===== config.mk =====
export PLATFORM = sky130hd
export DESIGN_NAME = msplit_queue
export DESIGN_NICKNAME = d
export VERILOG_FILES = /design/src/sv/msplit_pkg.sv /design/src/sv/msplit_queue.sv
export SDC_FILE = /design/constraint.sdc
export NUM_CORES = 1
export LEC_CHECK = 0
export ABC_AREA = 1
export BUFFER_PORTS_ARGS = -buffer_cell sky130_fd_sc_hd__clkbuf_2
export CAP_MARGIN = 20
export CORE_ASPECT_RATIO = 1.75
export CORE_MARGIN = 2
export CORE_UTILIZATION = 45
export DETAILED_ROUTE_END_ITERATION = 10
export PLACE_DENSITY_LB_ADDON = 0.05
export SLEW_MARGIN = 10
export SYNTH_ARGS = -nofsm -noshare
export SYNTH_HDL_FRONTEND = slang
export SYNTH_SLANG_ARGS = --single-unit

===== constraint.sdc =====
create_clock -name clk -period 2.1 [get_ports clk]
set_clock_uncertainty 0.1 [all_clocks]
set_input_delay 0.21 -clock clk [delete_from_list [all_inputs] [get_ports clk]]
set_output_delay 0.21 -clock clk [all_outputs]
set_load 0.03 [all_outputs]

===== src/sv/msplit_pkg.sv =====
// Shared types, constants and helpers for the Matroska segment splitter.
// No dependencies.
package msplit_pkg;

	localparam int WINDOW = 65536;
	localparam int ADDR_W = $clog2(WINDOW);
	localparam int FILL_W = $clog2(WINDOW + 1);
	localparam int AGE_W  = $clog2(WINDOW) + 1;
	localparam int QDEPTH = 4;
	localparam int QPTR_W = $clog2(QDEPTH);
	localparam int QLVL_W = $clog2(QDEPTH + 1);

	localparam logic [31:0] SEG_ID = 32'h1853_8067;
	localparam logic [31:0] LEVEL1_IDS [7] = '{
		32'h1549_A966, 32'h1654_AE6B, 32'h114D_9B74, 32'h1C53_BB6B,
		32'h1941_A469, 32'h1043_A770, 32'h1254_C367
	};
	localparam logic [7:0] EBML_HDR [16] = '{
		8'h1A, 8'h45, 8'hDF, 8'hA3, 8'h8B, 8'h42, 8'h82, 8'h88,
		8'h6D, 8'h61, 8'h74, 8'h72, 8'h6F, 8'h73, 8'h6B, 8'h61
	};

	typedef struct packed {
		logic [7:0] data;
		logic       cand;
		logic       age_ok;
		logic       drained;
	} rec_t;

	typedef enum logic [1:0] {
		PH_DECIDE,
		PH_HDR,
		PH_BYTE
	} phase_t;

	function automatic logic [ADDR_W-1:0] addr_add(input logic [ADDR_W-1:0] a,
		input logic [ADDR_W:0] k);
		logic [ADDR_W:0] s;
		s = {1'b0, a} + k;
		if (s >= (ADDR_W+1)'(WINDOW))
			s = s - (ADDR_W+1)'(WINDOW);
		return s[ADDR_W-1:0];
	endfunction

endpackage


===== src/sv/msplit_queue.sv =====
// Short record queue between the front and back ends.
// Uses msplit_pkg.
module msplit_queue (
	input  logic                          clk,
	input  logic                          arst_n,
	input  logic                          wr,
	input  msplit_pkg::rec_t              wr_rec,
	input  logic                          rd,
	output logic                          nempty,
	output msplit_pkg::rec_t              rd_rec,
	output logic [msplit_pkg::QLVL_W-1:0] level
);
	import msplit_pkg::*;

	rec_t              slot_q [QDEPTH];
	logic [QPTR_W-1:0] wp_q, rp_q;
	logic [QLVL_W-1:0] cnt_q;
	logic              do_rd;

	assign nempty = cnt_q != '0;
	assign level  = cnt_q;
	assign rd_rec = slot_q[rp_q];
	assign do_rd  = rd && nempty;

	always_ff @(posedge clk) begin
		if (wr)
			slot_q[wp_q] <= wr_rec;
	end

	always_ff @(posedge clk or negedge arst_n) begin
		if (!arst_n) begin
			wp_q  <= '0;
			rp_q  <= '0;
			cnt_q <= '0;
		end else begin
			if (wr)
				wp_q <= wp_q + QPTR_W'(1);
			if (do_rd)
				rp_q <= rp_q + QPTR_W'(1);
			if (wr && !do_rd)
				cnt_q <= cnt_q + QLVL_W'(1);
			else if (do_rd && !wr)
				cnt_q <= cnt_q - QLVL_W'(1);
		end
	end

endmodule


# --- Word-level counts from Yosys, hierarchy flattened ---
# Memories as Yosys holds them, arrays and structs flattened.
# Cells that the tools add are included.
classes:
  n_addsub: 4
  mux: 4
  reduce_logical: 7
op_table:
  columns: ["cell", "n"]
  rows:
  - ["$mux 3", 2]
  - ["$add 2x1->2 const B", 2]
  - ["$add 3x1->3 const B", 1]
  - ["$logic_and 1x1->1", 3]
  - ["$reduce_bool 3->1", 1]
  - ["$sub 3x1->3 const B", 1]
  - ["$logic_not 1->1", 2]
  - ["$mux 1", 2]
  - ["$reduce_bool 2->1", 1]
word_totals:
  ff_bits: 7
  ram_bits: 44
  input_bits: 15
  output_inout_bits: 15
  wordCells: 19
  n_memories: 1
memory_table:
  columns: ["name", "depth", "width", "read_ports", "rd_ports_with_merged_regs", "write_ports", "line_no", "rtl"]
  rows:
  - ["slot_q", 4, 11, 1, 0, 1, "msplit_queue.sv:15", "rec_t slot_q [QDEPTH];"]

# --- Longest topological paths before layout ---
logic_depth:
  word_depth: 5
  ltp_mapped: 11

# --- Worst setup path before layout ---
# No wires, ideal clock.
synth_path:
  path_kind: "flip-flop to flip-flop"
  from: "reg cnt_q[0] (netlist: level[0])"
  to: "reg cnt_q[2] (netlist: level[2])"
  setup_ns: 0.118
  arrival_time_ns: 1.889
  required_ns: 1.882
  slack_ns: -0.007
  stages_incl_launch_ff: 11
  path_buffers: 0
  cell_sequence: "dfrtp_1 > nor2_1 > nand2_1 > nand2_1 > ha_1 > inv_1 > fa_1 > nand2_1 > nand3_1 > nand2_1 > nand2_1"
synth_via:
  elab_chain_len: 5
  elab_cells_between_ends: 10
synth_lines:
  columns: ["element", "line_no", "rtl"]
  rows:
  - ["start, declared", "msplit_queue.sv:17", "logic [QLVL_W-1:0] cnt_q;"]
  - ["start signal, assigned", "msplit_queue.sv:41", "cnt_q <= cnt_q + QLVL_W'(1);"]
  - ["start signal, assigned", "msplit_queue.sv:43", "cnt_q <= cnt_q - QLVL_W'(1);"]
  - ["$reduce_bool 3->1 *", "msplit_queue.sv:20", "assign nempty = cnt_q != '0;"]
  - ["net nempty", "msplit_queue.sv:9", "output logic nempty,"]
  - ["$logic_and 1x1->1 *", "msplit_queue.sv:23", "assign do_rd = rd && nempty;"]
  - ["$logic_not 1->1", "msplit_queue.sv:40", "if (wr && !do_rd)"]
  - ["$logic_and 1x1->1", "msplit_queue.sv:40", null]
  - ["$mux 3 or $reduce_bool 2->1 (tied branches)", null, null]
# Mark *: on every way through the listed nets, which the timed path passes. The rest lies on a longest branch. The select of a mux whose other input is x is not followed.
# A chain may end at the register's enable or synchronous reset.

==> impl_metrics.ini <==
[hold_path]
hold_class = input port to flip-flop

[clock_network]
root_buffer = clkbuf_8
clk_latency_ns = 0.28
cts_max_level = 2
clkTransAtPathRegs_ns = 0.09
clockBufferDepth = 2
cts_tree = done
cts_buffers = 5
post-cts-setup-buffers = 0
numClockSinks = 51

[die]
die_area_sq_um = 5444
rows = 33
die_y_um = 96.12
start_util = 0.4677
core-area_sq_um = 4666
die_x_um = 56.64
ios = 30

[sta]
fin_crit_ns = 1.904
setup_violations = 0
finalMaxSlewViolations = 0
period_share = 0.9066
finalHoldViolCount = 0
slew_headroom = 0.6347
worstMarginPinSlew_ns = 0.5474
rsz0062_at_grt = no
finalSetupTns_ns = 0
max_freq_mhz = 525.3
hold_slack_ns = 0.03334

[drt]
drt-vias-per-instance = 4.993
firstDrtPassIters = 4
drcViolationCount = 0
vias = 1333
antenna_left = 0
drt_wl_total_um = 3682
wl_per_cell_um = 13.79
drt_iter0_drc = 40

[synth]
synth.top_cell.area_share = 0.6055
synth_area_sq_um = 2182
syn_area_per_cell_sq_um = 11.99
ys_warn_count = 0
synth-main-ff-cell = edfxtp_1
syn-instance-count = 182
synthesis.nets = 203
synth.top_cells.by_count = nand2_1 (53), edfxtp_1 (44), inv_1 (34)
synth_edf_count = 44
synth_top_area_cell = edfxtp_1
synth_cell_type_count = 17
synth_top_cells_by_area = edfxtp_1 (61%), nand2_1 (9.1%), dfrtp_1 (8.0%), o211ai_1 (7.6%), inv_1 (5.8%)
ys_async_sr_fraction = 0.1373
synth-seq-area-share = 0.6858
ys_seq_elements = 51
synth_most_common_cell = nand2_1

[global_route]
overflow = 0
antenna_found_initial = 0
grt_pass1_vias = 1400
grt_pass1_wl_um = 6396
gr-usage-all-layers = 0.1574
grt_max_degree = 29

[setup_path]
worst_ep_required_time_ns = 1.79
end_kind = output port
cp.arrival_ns = 1.59
cp_max_fo = 28
crit_type = flip-flop to output port
r2r_slack_ns = 0.21
cp-start-kind = flip-flop

[power_and_ir_drop]
p_per_area_nw_per_um2 = 1431
leakagePower_uw = 0.001104
combPwrFrac = 0.432
power.share.clock = 0.156
finalPower_uw = 3527
pwr-share-seq = 0.412
ir_drop_v = 0.0009762
p_switching_uw = 1463
p_int_uw = 2064
switching_share = 0.4148

[placement]
gp_congestion = 0.7117
port_buffers = 29
dp_hpwl_um = 2593

[run]
drv_cap = 0

[final_layout]
drive_above_1_share = 0.1907
nNetsFinal = 235
antenna-diode-count = 0
area_growth_pct = 12.96

[run_status]
status = complete, no violations
[through the flow]
| stage | util | cell area [sq um] | setup WS [ns] | instances |
|---|---|---|---|---|
| finish | 0.5283 | 2465 | 0.1962 | 267 |
| global placement | 0.5063 | 2362 | 0.3025 | 258 |
| floorplan | - | 2185 | 0.09056 | 182 |
| detailed placement | 0.5063 | 2362 | 0.2233 | 258 |
| CTS | 0.5280 | 2464 | 0.1664 | 267 |
| global route | 0.5283 | 2465 | 0.01908 | 267 |
[layer usage]
layer  track usage  vias to the layer above  part of all wire
li1              -                      669                 -
met1        0.1746                      639              0.40
met2        0.2859                       23              0.56
met3       0.04435                        2             0.038
met4       0.05357                        0            0.0076
met5             0                        -                 0
[critical path, cell delays in order, from the launching register on]
cell and delay [ns]:
dfrtp_1 0.41, inv_2 0.27, buf_12 0.21, nand2_1 0.06, o211ai_1 0.07, nand2_1 0.09
clkbuf_2 0.19
[logic make-up (layout without fill, tap and decap cells)]
logic type / Yosys count / after routing / share of synthesized area
AO/OA/AOI/OAI: 23 / 23 / 0.07798
flip-flops: 51 / 51 / 0.6858
adder cells (fa/ha/maj): 6 / 6 / 0.03784
AND/OR/NAND/NOR: 58 / 58 / 0.1026
XOR/XNOR: 2 / 2 / 0.008029
buffers and inverters: 42 / 75 / 0.08772
[path summary, 6_finish.rpt]
kind,start,end,cells after the start
worst max-delay path,rp_q[0],rd_rec[8],6
worst min-delay path,wr_rec[1],slot_q[3][1],1
worst max register to register,level[0],level[2],10
worst min register to register,level[2],level[2],2
max in group asynchronous,arst_n,level[0],2
min in group asynchronous,arst_n,rp_q[0],2
[cell type report]
cell class,count,area (sq um)
flip-flops and latches,51,1498
multi-input cells,89,496.7
clock inverters,1,5.005
well taps,52,65.06
clock buffers,7,86.33
fillers,431,2201
inverters,35,131.4
repair buffers,32,182.7
[state kept, by name, summed over array words and instances (netlist names)]
name,cells
slot_q,44
level,3
rp_q,2
wp_q,2
[cell usage in the layout (no fill, tap or decap), drive strengths merged]
cell and count:
edfxtp 44, dlygate4sd3 1, nand4 1, ha 5, dfrtp 7, inv 35
clkinv 1, nand2 53, nor2 1, fa 1, xnor2 1, nand3 3
xor2 1, o21ai 1, buf 2, clkbuf 36, o211ai 22
[power groups by stage]
stage               registers (uW)  logic, uW  clock network, uW
floorplan                     1510       1120                  0
global placement              1460       1510                  0
detailed placement            1480       1550                  0
CTS                           1460       1560                565
global route                  1480       1720                603
finish                        1450       1520                549
[what timing repair did]
item / 4_1_cts / 5_1_grt
resized for setup: 0 / 1
endpoints found under the setup margin: 0 / 1
endpoints found under the hold margin: 7 / 0
hold buffers: 1 / 0
(Power assumes the default switching activity.)
