`config.mk`:
```
export PLATFORM = sky130hd
export DESIGN_NAME = msplit_back
export DESIGN_NICKNAME = d
export VERILOG_FILES = /design/src/sv/msplit_pkg.sv /design/src/sv/msplit_back.sv
export SDC_FILE = /design/constraint.sdc
export NUM_CORES = 1
export LEC_CHECK = 0
export BUFFER_PORTS_ARGS = -buffer_cell sky130_fd_sc_hd__buf_2
export CAP_MARGIN = 5
export CORE_MARGIN = 1
export CORE_UTILIZATION = 56
export CTS_CLUSTER_SIZE = 16
export DETAILED_ROUTE_END_ITERATION = 10
export HOLD_SLACK_MARGIN = 0.05
export PLACE_DENSITY = 0.84
export SLEW_MARGIN = 20
export SYNTH_ARGS = -nofsm -noshare
export SYNTH_HDL_FRONTEND = slang
export SYNTH_SLANG_ARGS = --single-unit
```
`constraint.sdc`:
```
create_clock -name clk -period 4.1 [get_ports clk]
set_input_delay 0.205 -clock clk [delete_from_list [all_inputs] [get_ports clk]]
set_output_delay 0.205 -clock clk [all_outputs]
set_load 0.005 [all_outputs]
```
`src/sv/msplit_pkg.sv`:
```
// Shared types, constants and helpers for the Matroska segment splitter.
// No dependencies.
package msplit_pkg;

	localparam int WINDOW = 65536;
	localparam int ADDR_W = $clog2(WINDOW);
	localparam int FILL_W = $clog2(WINDOW + 1);
	localparam int AGE_W  = $clog2(WINDOW) + 1;
	localparam int QDEPTH = 4;
	localparam int QPTR_W = $clog2(QDEPTH);
	localparam int QLVL_W = $clog2(QDEPTH + 1);

	localparam logic [31:0] SEG_ID = 32'h1853_8067;
	localparam logic [31:0] LEVEL1_IDS [7] = '{
		32'h1549_A966, 32'h1654_AE6B, 32'h114D_9B74, 32'h1C53_BB6B,
		32'h1941_A469, 32'h1043_A770, 32'h1254_C367
	};
	localparam logic [7:0] EBML_HDR [16] = '{
		8'h1A, 8'h45, 8'hDF, 8'hA3, 8'h8B, 8'h42, 8'h82, 8'h88,
		8'h6D, 8'h61, 8'h74, 8'h72, 8'h6F, 8'h73, 8'h6B, 8'h61
	};

	typedef struct packed {
		logic [7:0] data;
		logic       cand;
		logic       age_ok;
		logic       drained;
	} rec_t;

	typedef enum logic [1:0] {
		PH_DECIDE,
		PH_HDR,
		PH_BYTE
	} phase_t;

	function automatic logic [ADDR_W-1:0] addr_add(input logic [ADDR_W-1:0] a,
		input logic [ADDR_W:0] k);
		logic [ADDR_W:0] s;
		s = {1'b0, a} + k;
		if (s >= (ADDR_W+1)'(WINDOW))
			s = s - (ADDR_W+1)'(WINDOW);
		return s[ADDR_W-1:0];
	endfunction

endpackage

```
`src/sv/msplit_back.sv`:
```
// Back end: judges segment candidates, injects EBML headers and holds the
// result register. Uses msplit_pkg.
module msplit_back (
	input  logic             clk,
	input  logic             arst_n,
	input  logic             rec_v,
	input  msplit_pkg::rec_t rec,
	output logic             rec_rd,
	output logic             empty,
	input  logic             pop,
	output logic [7:0]       out_byte,
	output logic             is_header,
	output logic             segment_start,
	output logic [15:0]      segment_number,
	output logic             last_in_run,
	output logic             drained
);
	import msplit_pkg::*;

	phase_t      phase_q, phase_d;
	logic [3:0]  idx_q;
	logic [15:0] seg_q, seg_inc;
	logic [1:0]  skip_q;
	logic        in_seg_q, out_v_q, ld_ok, go, valid_seg, cand;
	logic        emit, e_hdr, e_start, e_last;
	logic [7:0]  e_byte;

	assign ld_ok     = !out_v_q || pop;
	assign go        = rec_v && ld_ok;
	assign cand      = (skip_q == 2'd0) && rec.cand;
	assign valid_seg = cand && rec.age_ok;
	assign seg_inc   = (seg_q == 16'hFFFF) ? seg_q : seg_q + 16'd1;

	always_comb begin
		phase_d = phase_q;
		case (phase_q)
			PH_DECIDE: if (go && valid_seg) phase_d = PH_HDR;
			PH_HDR:    if (go && idx_q == 4'd15) phase_d = PH_BYTE;
			PH_BYTE:   if (go) phase_d = PH_DECIDE;
			default:   phase_d = PH_DECIDE;
		endcase
	end

	always_comb begin
		emit    = 1'b0;
		e_hdr   = 1'b0;
		e_start = 1'b0;
		e_last  = 1'b0;
		e_byte  = rec.data;
		rec_rd  = 1'b0;
		case (phase_q)
			PH_DECIDE: begin
				if (go) begin
					if (valid_seg) begin
						emit    = 1'b1;
						e_hdr   = 1'b1;
						e_start = 1'b1;
						e_byte  = EBML_HDR[0];
					end else begin
						emit   = in_seg_q;
						e_last = 1'b1;
						rec_rd = 1'b1;
					end
				end
			end
			PH_HDR: begin
				emit   = go;
				e_hdr  = 1'b1;
				e_byte = EBML_HDR[idx_q];
			end
			PH_BYTE: begin
				emit   = go;
				e_last = 1'b1;
				rec_rd = go;
			end
			default: begin
				emit = 1'b0;
			end
		endcase
	end

	always_ff @(posedge clk or negedge arst_n) begin
		if (!arst_n) begin
			phase_q  <= PH_DECIDE;
			idx_q    <= '0;
			seg_q    <= '0;
			skip_q   <= '0;
			in_seg_q <= 1'b0;
			out_v_q  <= 1'b0;
		end else begin
			phase_q <= phase_d;
			if (go && phase_q == PH_DECIDE) begin
				if (skip_q != 2'd0)
					skip_q <= skip_q - 2'd1;
				else if (rec.cand)
					skip_q <= 2'd3;
				if (valid_seg) begin
					seg_q    <= seg_inc;
					in_seg_q <= 1'b1;
					idx_q    <= 4'd1;
				end
			end else if (go && phase_q == PH_HDR) begin
				idx_q <= idx_q + 4'd1;
			end
			if (emit)
				out_v_q <= 1'b1;
			else if (pop)
				out_v_q <= 1'b0;
		end
	end

	always_ff @(posedge clk) begin
		if (emit) begin
			out_byte       <= e_byte;
			is_header      <= e_hdr;
			segment_start  <= e_start;
			segment_number <= (phase_q == PH_DECIDE && valid_seg) ? seg_inc : seg_q;
			last_in_run    <= e_last;
			drained        <= rec.drained;
		end
	end

	assign empty = !out_v_q;

endmodule

```
After elaboration in Yosys (flattened, before gate mapping)
Memory sizes are Yosys's and may differ from the RTL's.
Cells that the tools add are included.
{"block": "totals", "memories": 1, "inputBits": 15, "ff_bits": 54, "latch_bits": 0, "mem_bits_rw": 0, "elab_cells": 75, "output_inout_bits": 30, "rom_bits": 128}
{"block": "op_classes", "bitwise_logic": 1, "eq_ne": 8, "n_div": 0, "multipliers": 0, "magnitude_cmp": 1, "add_sub_neg": 3, "muxes": 28, "reduce_logical": 21, "shifts": 0}
{"name": "(no name shown)", "depth": 16, "word_bits": 8, "rd": 1, "rd_ports_with_merged_regs": 0, "wr": 0, "line": "msplit_back.sv:69", "text": "e_byte = EBML_HDR[idx_q];"}
{"operator": "2-to-1 mux 16 bit", "n": 2}
{"operator": "2-to-1 mux 8 bit", "n": 4}
{"operator": "adder 16 x 1 -> 16 bit (second input constant)", "n": 1}
{"operator": "== test 16 bit (second input constant)", "n": 1}
{"operator": "case mux 8 bit (2 select lines)", "n": 1}
{"operator": "2-to-1 mux 4 bit", "n": 3}
{"operator": "2-to-1 mux 2 bit", "n": 5}
{"operator": "logical AND 1 bit", "n": 8}
{"operator": "2-to-1 mux 1 bit", "n": 8}
{"operator": "!= test 2 bit (second input constant)", "n": 4}
{"operator": "case mux 1 bit (2 select lines)", "n": 4}
{"operator": "nonzero test 2 bit", "n": 4}
{"operator": "case mux 2 bit (3 select lines)", "n": 1}
{"operator": "AND reduction 2 bit", "n": 3}
{"operator": ">= comparator 5 bit (second input constant)", "n": 1}
{"operator": "NOT 4 -> 5 bit", "n": 1}
{"operator": "adder 4 x 1 -> 4 bit (second input constant)", "n": 1}
{"operator": "== test 4 bit (second input constant)", "n": 1}
{"operator": "zero test 2 bit", "n": 2}
{"operator": "AND reduction 3 bit", "n": 1}
{"operator": "== test 2 x 1 -> 1 bit (second input constant)", "n": 1}
{"operator": "== test 2 bit (second input constant)", "n": 1}
{"operator": "OR reduction 2 bit", "n": 1}
{"operator": "subtractor 2 x 1 -> 2 bit (second input constant)", "n": 1}
{"operator": "2 further kinds", "n": 2}

Logic depth before layout (Yosys ltp)
Gate-level depths: netlist (run 1).
{"block": "logic_depth", "depth_word": 7, "ltp_mapped": 8, "ltp_nobuf": 7}

Least setup slack after synthesis (run 1)
No wires, ideal clock.
{"block": "synth_timing", "path_kind": "flip-flop to flip-flop", "startpoint": "register phase_q[0]", "endpoint": "register drained, enable pin", "setup_ns": 0.449, "required_time_ns": 3.651, "stages_incl_launch_ff": 6, "t_arrival_ns": 2.997, "path_buffers": 1, "slack_ns": 0.654, "synth_period_minus_slack_ns": 3.446, "cell_sequence": "dfrtp_1 inv_1 ha_1 clkbuf_1 a211oi_1 nor3_1"}
{"block": "synth_between", "elab_chain_len": 3, "word_cells_on_any_way": 5, "cone_classes": "2 x eq/ne; 1 x mux; 2 x reduce/logical"}
{"element": "from (decl)", "line": "msplit_back.sv:20", "text": "phase_t phase_q, phase_d;"}
{"element": "from (signal assigned)", "line": "msplit_back.sv:91", "text": "phase_q <= phase_d;"}
{"element": "== test 2 x 1 -> 1 bit / == test 2 bit (equally long branches)", "line": "msplit_back.sv:51", "text": "case (phase_q)"}
{"element": "OR reduction 2 bit (no source line)"}
{"element": "case mux 1 bit (2 select lines) *", "line": "msplit_back.sv:51"}
{"element": "via emit", "line": "msplit_back.sv:25", "text": "logic emit, e_hdr, e_start, e_last;"}
{"element": "to (signal assigned)", "line": "msplit_back.sv:119", "text": "drained <= rec.drained;"}
{"element": "to (decl)", "line": "msplit_back.sv:16", "text": "output logic drained"}
The timed path passes the listed nets; every way through them passes the cells marked *.
A chain may end at the register's enable or synchronous reset.

Final worst setup path (run 1)
{"block": "layout_timing", "startpoint": "register phase_q[1]", "endpoint": "register seg_q[1]"}
{"block": "layout_between", "elab_chain_len": 3}
{"element": "zero test 2 bit", "line": "msplit_back.sv:92", "text": "if (go && phase_q == PH_DECIDE) begin"}
{"element": "logical AND 1 bit", "line": "msplit_back.sv:92"}
{"element": "AND reduction 2 bit (no source line)"}
{"element": "to (signal assigned)", "line": "msplit_back.sv:98", "text": "seg_q <= seg_inc;"}
{"element": "to (decl)", "line": "msplit_back.sv:22", "text": "logic [15:0] seg_q, seg_inc;"}
No other way between the ends.

==> flow_metrics.py, run 1 <==
metrics = {
    "outcome": {
        "outcome": "finished clean",
    },
    "floorplan": {
        "die_w_um": 73.6,
        "die_area_um2": 5420,
        "rows": 25,
        "boundaryPins": 45,
        "start_util": 0.597,
        "core-area_um2": 4820,
        "die_y_um": 73.6,
    },
    "cells_and_area": {
        "n_antenna_cell": 0,
        "final_cell_mix": "buf_2 (44), edfxtp_1 (28), dfrtp_1 (26), nor3_1 (17)",
        "final_common_cell": "buf_2",
        "final_nets": 332,
        "area_delta_synth_final_pct": 12.5,
        "fin_cells": 372,
        "utilization": 0.671,
        "drive_gt1_frac": 0.213,
    },
    "setup_path": {
        "worst_setup_path_start_kind": "flop",
        "cp.required_ps": 4300,
        "arrival_ps": 2970,
        "endpoint_kind": "flop",
        "crit_fanout": 15,
        "crit_type": "flop to flop",
    },
    "sta": {
        "post-route-min-period_ps": 2770,
        "grt_setup_unrepaired": "no",
        "relSlewSlack": 0.438,
        "finalCritPeriodShare": 0.674,
        "whs_ps": 80.1,
        "setup_viol": 0,
        "timing.setup.tns_ps": 0,
        "clock_skew_ps": 9.97,
        "fmax_ghz": 0.362,
        "setup_ws_ps": 1330,
        "hold_viol": 0,
        "slew_viol_final": 0,
        "worst_pin_slew_ps": 836,
    },
    "yosys": {
        "ys_ff_latch": 54,
        "synth_top_area_frac": 0.293,
        "synth_edf_count": 28,
        "async_reset_ff_frac": 0.481,
        "synthTopCellsByArea": "edfxtp_1 (29%), dfrtp_1 (23%), ha_1 (5.7%), xor2_1 (4.9%), nor3_1 (3.1%)",
        "yosysWarnings": 0,
        "synth_nets": 291,
        "avgSynthCellArea_um2": 10.9,
        "synth_cells": 263,
        "synth_ff_type": "edfxtp_1",
        "yosysUniqueCellTypes": 47,
        "yosysSeqAreaShare": 0.519,
        "netlist_area_um2": 2870,
        "synth_area_leader_cell": "edfxtp_1",
    },
    "clock_network": {
        "cts-resized-gates": 0,
        "htree_levels": 2,
        "worstSkewPairLatency_ps": 310,
        "cts_buffers": 5,
        "cts_tree": "yes",
        "cts_root_buffer": "clkbuf_8",
        "path_clk_slew_ps": 100,
        "clock_path_buffers": 2,
        "cts.sinks": 54,
    },
    "power_and_ir_drop": {
        "p_int_mw": 1.22,
        "combinationalPowerShare": 0.388,
        "switching_share": 0.372,
        "p_sw_uw": 719,
        "ir_worst_vdd_uv": 439,
        "clock_power_share": 0.150,
        "cellPowerDensity_nw_per_um2": 599,
        "seqPwrFrac": 0.462,
        "power_leakage_nw": 1.44,
    },
    "grt": {
        "grt_max_degree": 27,
        "grt_use_total": 0.226,
        "grt_pass1_wl_um": 9330,
        "antenna_found_initial": 0,
        "grt_pass1_vias": 2035,
        "grt_overflow": 0,
    },
    "routing": {
        "routed_wirelength_um": 5570,
        "via_count": 2151,
        "wl_per_cell_um": 15.0,
        "drt_iter0_drc": 213,
        "vias_per_cell": 5.78,
        "antenna_left": 0,
        "dr.pass1.iters": 4,
        "drc": 0,
    },
    "placed_design": {
        "place_inst": 363,
        "place_congestion": 0.893,
        "dp_hpwl_um": 4010,
        "pre_cts_ws_ps": 1360,
        "portBuffers": 44,
    },
    "hold_path": {
        "worst_hold_path_type": "input pin to flop",
    },
    "flow_run": {
        "drv_cap": 0,
    },
}
## power groups by stage
stage / sequential [mW] / clock [mW] / combinational, mW
floorplan: 0.891 / 0 / 0.518
global placement: 0.898 / 0 / 0.734
detailed placement: 0.904 / 0 / 0.748
CTS: 0.893 / 0.299 / 0.754
global route: 0.918 / 0.317 / 0.853
finish: 0.893 / 0.291 / 0.751
## layer usage
metal	global-route usage	wire length, µm
met3	0.0412	292
met2	0.362	2610
met1	0.308	2580
met5	0	0
met4	0.0833	92
## timing repair
item / CTS / global route
hold endpoints to repair: 26 / 0
endpoints found under the setup margin: 0 / 0
hold buffers: 1 / 0
buffers inserted: 0 / 0
## layout make-up
cell class / instances / area (µm²)
Inverter: 16 / 60.1
Timing Repair Buffer: 46 / 238
Clock buffer: 5 / 68.8
Tap cell: 67 / 83.8
Multi-Input combinational cell: 181 / 1270
Fill cell: 381 / 1580
Sequential cell: 54 / 1490
Clock inverter: 3 / 21.3
## per-stage QoR
step / area (µm²) / power [mW]
4_1_cts: 3230 / 1.95
2_1_floorplan: 2870 / 1.41
3_5_place_dp: 3130 / 1.65
5_1_grt: 3230 / 2.09
6_report: 3230 / 1.94
3_3_place_gp: 3130 / 1.63
## synth_stat cells, drive strengths merged (5+ instances only)
cell / number
clkbuf: 7
nor3: 18
ha: 13
o21ai: 11
mux2: 8
dfrtp: 26
nor2: 11
xor2: 16
a21oi: 10
edfxtp: 28
nand3: 12
inv: 14
nor4: 8
nand4: 8
buf: 5
nand2: 16
## cells by family (layout without fill, tap and decap cells)
logic type	after synthesis	after routing	share of synthesized area
buffers and inverters	28	70	0.0409
flip-flops	54	54	0.519
XOR/XNOR	20	20	0.0609
multiplexers	10	10	0.0383
AND/OR/NAND/NOR	92	92	0.177
AO/OA/AOI/OAI	45	45	0.104
adder cells (fa/ha/maj)	14	14	0.0601
## sequential cells by signal, summed over array words and instances (netlist names)
signal	flops
out_v_q	1
last_in_run	1
segment_start	1
skip_q	2
segment_number	16
is_header	1
out_byte	8
drained	1
in_seg_q	1
phase_q	2
seg_q	16
idx_q	4
## critical path: stages, from the launching register on
cell,delay (ps)
dfrtp_1,410
inv_1,110
ha_1,430
and4_1,410
nand3_1,460
nor2_1,470
mux2_2,380
## path summary, 6_finish.rpt
kind,slack (ps),from,cells past startpoint,endpoint
setup / recovery,1330,phase_q[1],6,seg_q[1]
hold / removal,80,rec[0],1,drained
setup reg to reg,1330,phase_q[1],6,seg_q[1]
hold reg to reg,490,in_seg_q,1,in_seg_q
max in group asynchronous,3300,arst_n,2,idx_q[3]
min in group asynchronous,420,arst_n,2,seg_q[2]
Note: power is estimated with default switching activity, not from simulation.
==> run 2: changes to the inputs <==
--- a/config.mk
+++ b/config.mk
@@ -8,11 +8,11 @@
 export BUFFER_PORTS_ARGS = -buffer_cell sky130_fd_sc_hd__buf_2
 export CAP_MARGIN = 5
 export CORE_MARGIN = 1
-export CORE_UTILIZATION = 56
+export CORE_UTILIZATION = 51
 export CTS_CLUSTER_SIZE = 16
 export DETAILED_ROUTE_END_ITERATION = 10
 export HOLD_SLACK_MARGIN = 0.05
-export PLACE_DENSITY = 0.84
+export PLACE_DENSITY = 0.81
 export SLEW_MARGIN = 20
 export SYNTH_ARGS = -nofsm -noshare
 export SYNTH_HDL_FRONTEND = slang
==> constraint.sdc (replaced) <==
create_clock -name clk -period 2.3 [get_ports clk]
set_input_delay 0.115 -clock clk [delete_from_list [all_inputs] [get_ports clk]]
set_output_delay 0.115 -clock clk [all_outputs]
set_load 0.005 [all_outputs]
==> flow_metrics.py, run 2 (synthesized netlist as in run 1, its figures left out) <==
metrics = {
    "cells_and_area": {
        "utilization": 0.642,
        "final_nets": 344,
        "n_antenna_cell": 0,
        "top_regs": "seg_q: 16 flops, segment_number: 16 flops, out_byte: 8 flops",
        "drive_gt1_frac": 0.240,
        "final_common_cell": "buf_2",
        "final_cell_mix": "buf_2 (44), edfxtp_1 (28), dfrtp_1 (26), nor3_1 (17)",
        "design_area_um2": 3380,
        "area_delta_synth_final_pct": 17.7,
        "fin_cells": 387,
    },
    "sta": {
        "relSlewSlack": 0.596,
        "hold_viol": 0,
        "fmax_ghz": 0.471,
        "worst_pin_slew_ps": 605,
        "setup_viol": 0,
        "post-route-min-period_ps": 2120,
        "setup_ws_ps": 178,
        "grt_setup_unrepaired": "no",
        "finalCritPeriodShare": 0.923,
        "timing.setup.tns_ps": 0,
        "clock_skew_ps": 5.08,
        "slew_viol_final": 0,
        "whs_ps": 54.1,
    },
    "setup_path": {
        "crit_type": "flop to flop",
        "crit_buf_inv": 0,
        "worst_setup_path_start_kind": "flop",
        "arrival_ps": 2330,
        "r2r-start": "seg_q[0]",
        "crit_chain": "ha_1 -> nand3_1 -> or3_1 -> nor4_1 -> mux2_2",
        "cpPeakStageDelay_ps": 460,
        "crit_family": "simple AND/OR/NAND/NOR gates",
        "cp-startpoint": "seg_q[0]",
        "crit_fanout": 9,
        "cp.required_ps": 2510,
        "crit_slowest_cell": "or3_1",
        "endpoint_kind": "flop",
    },
    "power_and_ir_drop": {
        "clock_power_share": 0.196,
        "power_leakage_nw": 1.52,
        "seqPwrFrac": 0.421,
        "cellPowerDensity_nw_per_um2": 1120,
        "switching_share": 0.353,
        "p_int_mw": 2.45,
        "p_sw_mw": 1.34,
        "combinationalPowerShare": 0.383,
        "finalPower_mw": 3.79,
        "ir_worst_vdd_uv": 633,
    },
    "placed_design": {
        "place_inst": 377,
        "place_congestion": 0.882,
        "pre_cts_ws_ps": 171,
        "portBuffers": 44,
        "dp_hpwl_um": 4030,
        "place_area_um2": 3230,
    },
    "routing": {
        "vias_per_cell": 5.68,
        "via_count": 2197,
        "drt_iter0_drc": 189,
        "m1WireLength_um": 2680,
        "top_layer": "met4",
        "wl_met2_um": 2580,
        "drc": 0,
        "dr.pass1.iters": 4,
        "routed_wirelength_um": 5740,
        "wl_per_cell_um": 14.8,
        "antenna_left": 0,
        "wl_met3_um": 346,
    },
    "hold_path": {
        "min_from": "rec[8]",
        "worst_hold_path_type": "input pin to flop",
    },
    "clock_network": {
        "cts_setup_buffers": 0,
        "cts_buffers": 5,
        "path_clk_slew_ps": 90,
        "cts_tree": "yes",
        "clock_path_buffers": 2,
        "htree_levels": 2,
        "cts.sinks": 54,
        "worstSkewPairLatency_ps": 310,
        "cts_root_buffer": "clkbuf_8",
    },
    "grt": {
        "grt_use_total": 0.210,
        "grt_pass1_wl_um": 9720,
        "antenna_found_initial": 0,
        "grt_max_degree": 27,
        "grt_pass1_vias": 2052,
        "grt_overflow": 0,
    },
    "floorplan": {
        "boundaryPins": 45,
        "die_area_um2": 5940,
        "core-area_um2": 5270,
        "die_w_um": 77.1,
        "die_y_um": 77.1,
        "start_util": 0.545,
        "rows": 26,
    },
    "outcome": {
        "outcome": "finished clean",
    },
    "flow_run": {
        "drv_cap": 0,
    },
}
## run 2: changes by cell type in the layout (fill, tap and decap cells not counted), sizes merged
cell         delta
bufinv          +2
dlygate4sd3     +1
clkinv          -2
buf            +11
## run 2: final cells by class
cell class                      instances  area, µm²
Inverter                               16       60.1
Timing Repair Buffer                   58        334
Multi-Input combinational cell        181       1280
Sequential cell                        54       1490
Fill cell                             413       1890
Clock inverter                          3       63.8
Clock buffer                            5       68.8
Tap cell                               70       87.6
## run 2: per-layer routing
metal | GRT usage | up-vias
li1 | - | 1068
met1 | 0.302 | 1031
met2 | 0.305 | 84
met3 | 0.0417 | 14
met4 | 0.0981 | 0
met5 | 0 | -
## run 2: path summary, 6_finish.rpt
| kind | to | slack [ps] | cells after the start |
|---|---|---|---|
| max in group asynchronous | seg_q[10] | 1560 | 2 |
| min | out_byte[5] | 50 | 3 |
| min in group asynchronous | phase_q[1] | 330 | 2 |
| max reg2reg | seg_q[14] | 180 | 5 |
| max | seg_q[14] | 180 | 5 |
| min reg2reg | in_seg_q | 490 | 1 |
## run 2: power by group through the flow
| stage | clock network [mW] | registers (mW) | logic [mW] |
|---|---|---|---|
| after floorplan | 0 | 1.58 | 0.945 |
| after global placement | 0 | 1.60 | 1.39 |
| after detailed placement | 0 | 1.61 | 1.42 |
| after CTS | 0.760 | 1.60 | 1.44 |
| after global routing | 0.793 | 1.64 | 1.62 |
| final | 0.744 | 1.60 | 1.45 |
## run 2: what timing repair did
| action | 4_1_cts | 5_1_grt |
|---|---|---|
| gates resized for setup | 0 | 1 |
| endpoints found under the setup margin | 0 | 24 |
| hold endpoints to repair | 27 | 0 |
| hold buffers | 2 | 0 |
## run 2: worst min-delay path, delay by kind of cell
| kind | cells | cell delay (ps) |
|---|---|---|
| buffers and inverters | 1 | 70 |
| AND/OR/NAND/NOR | 2 | 80 |
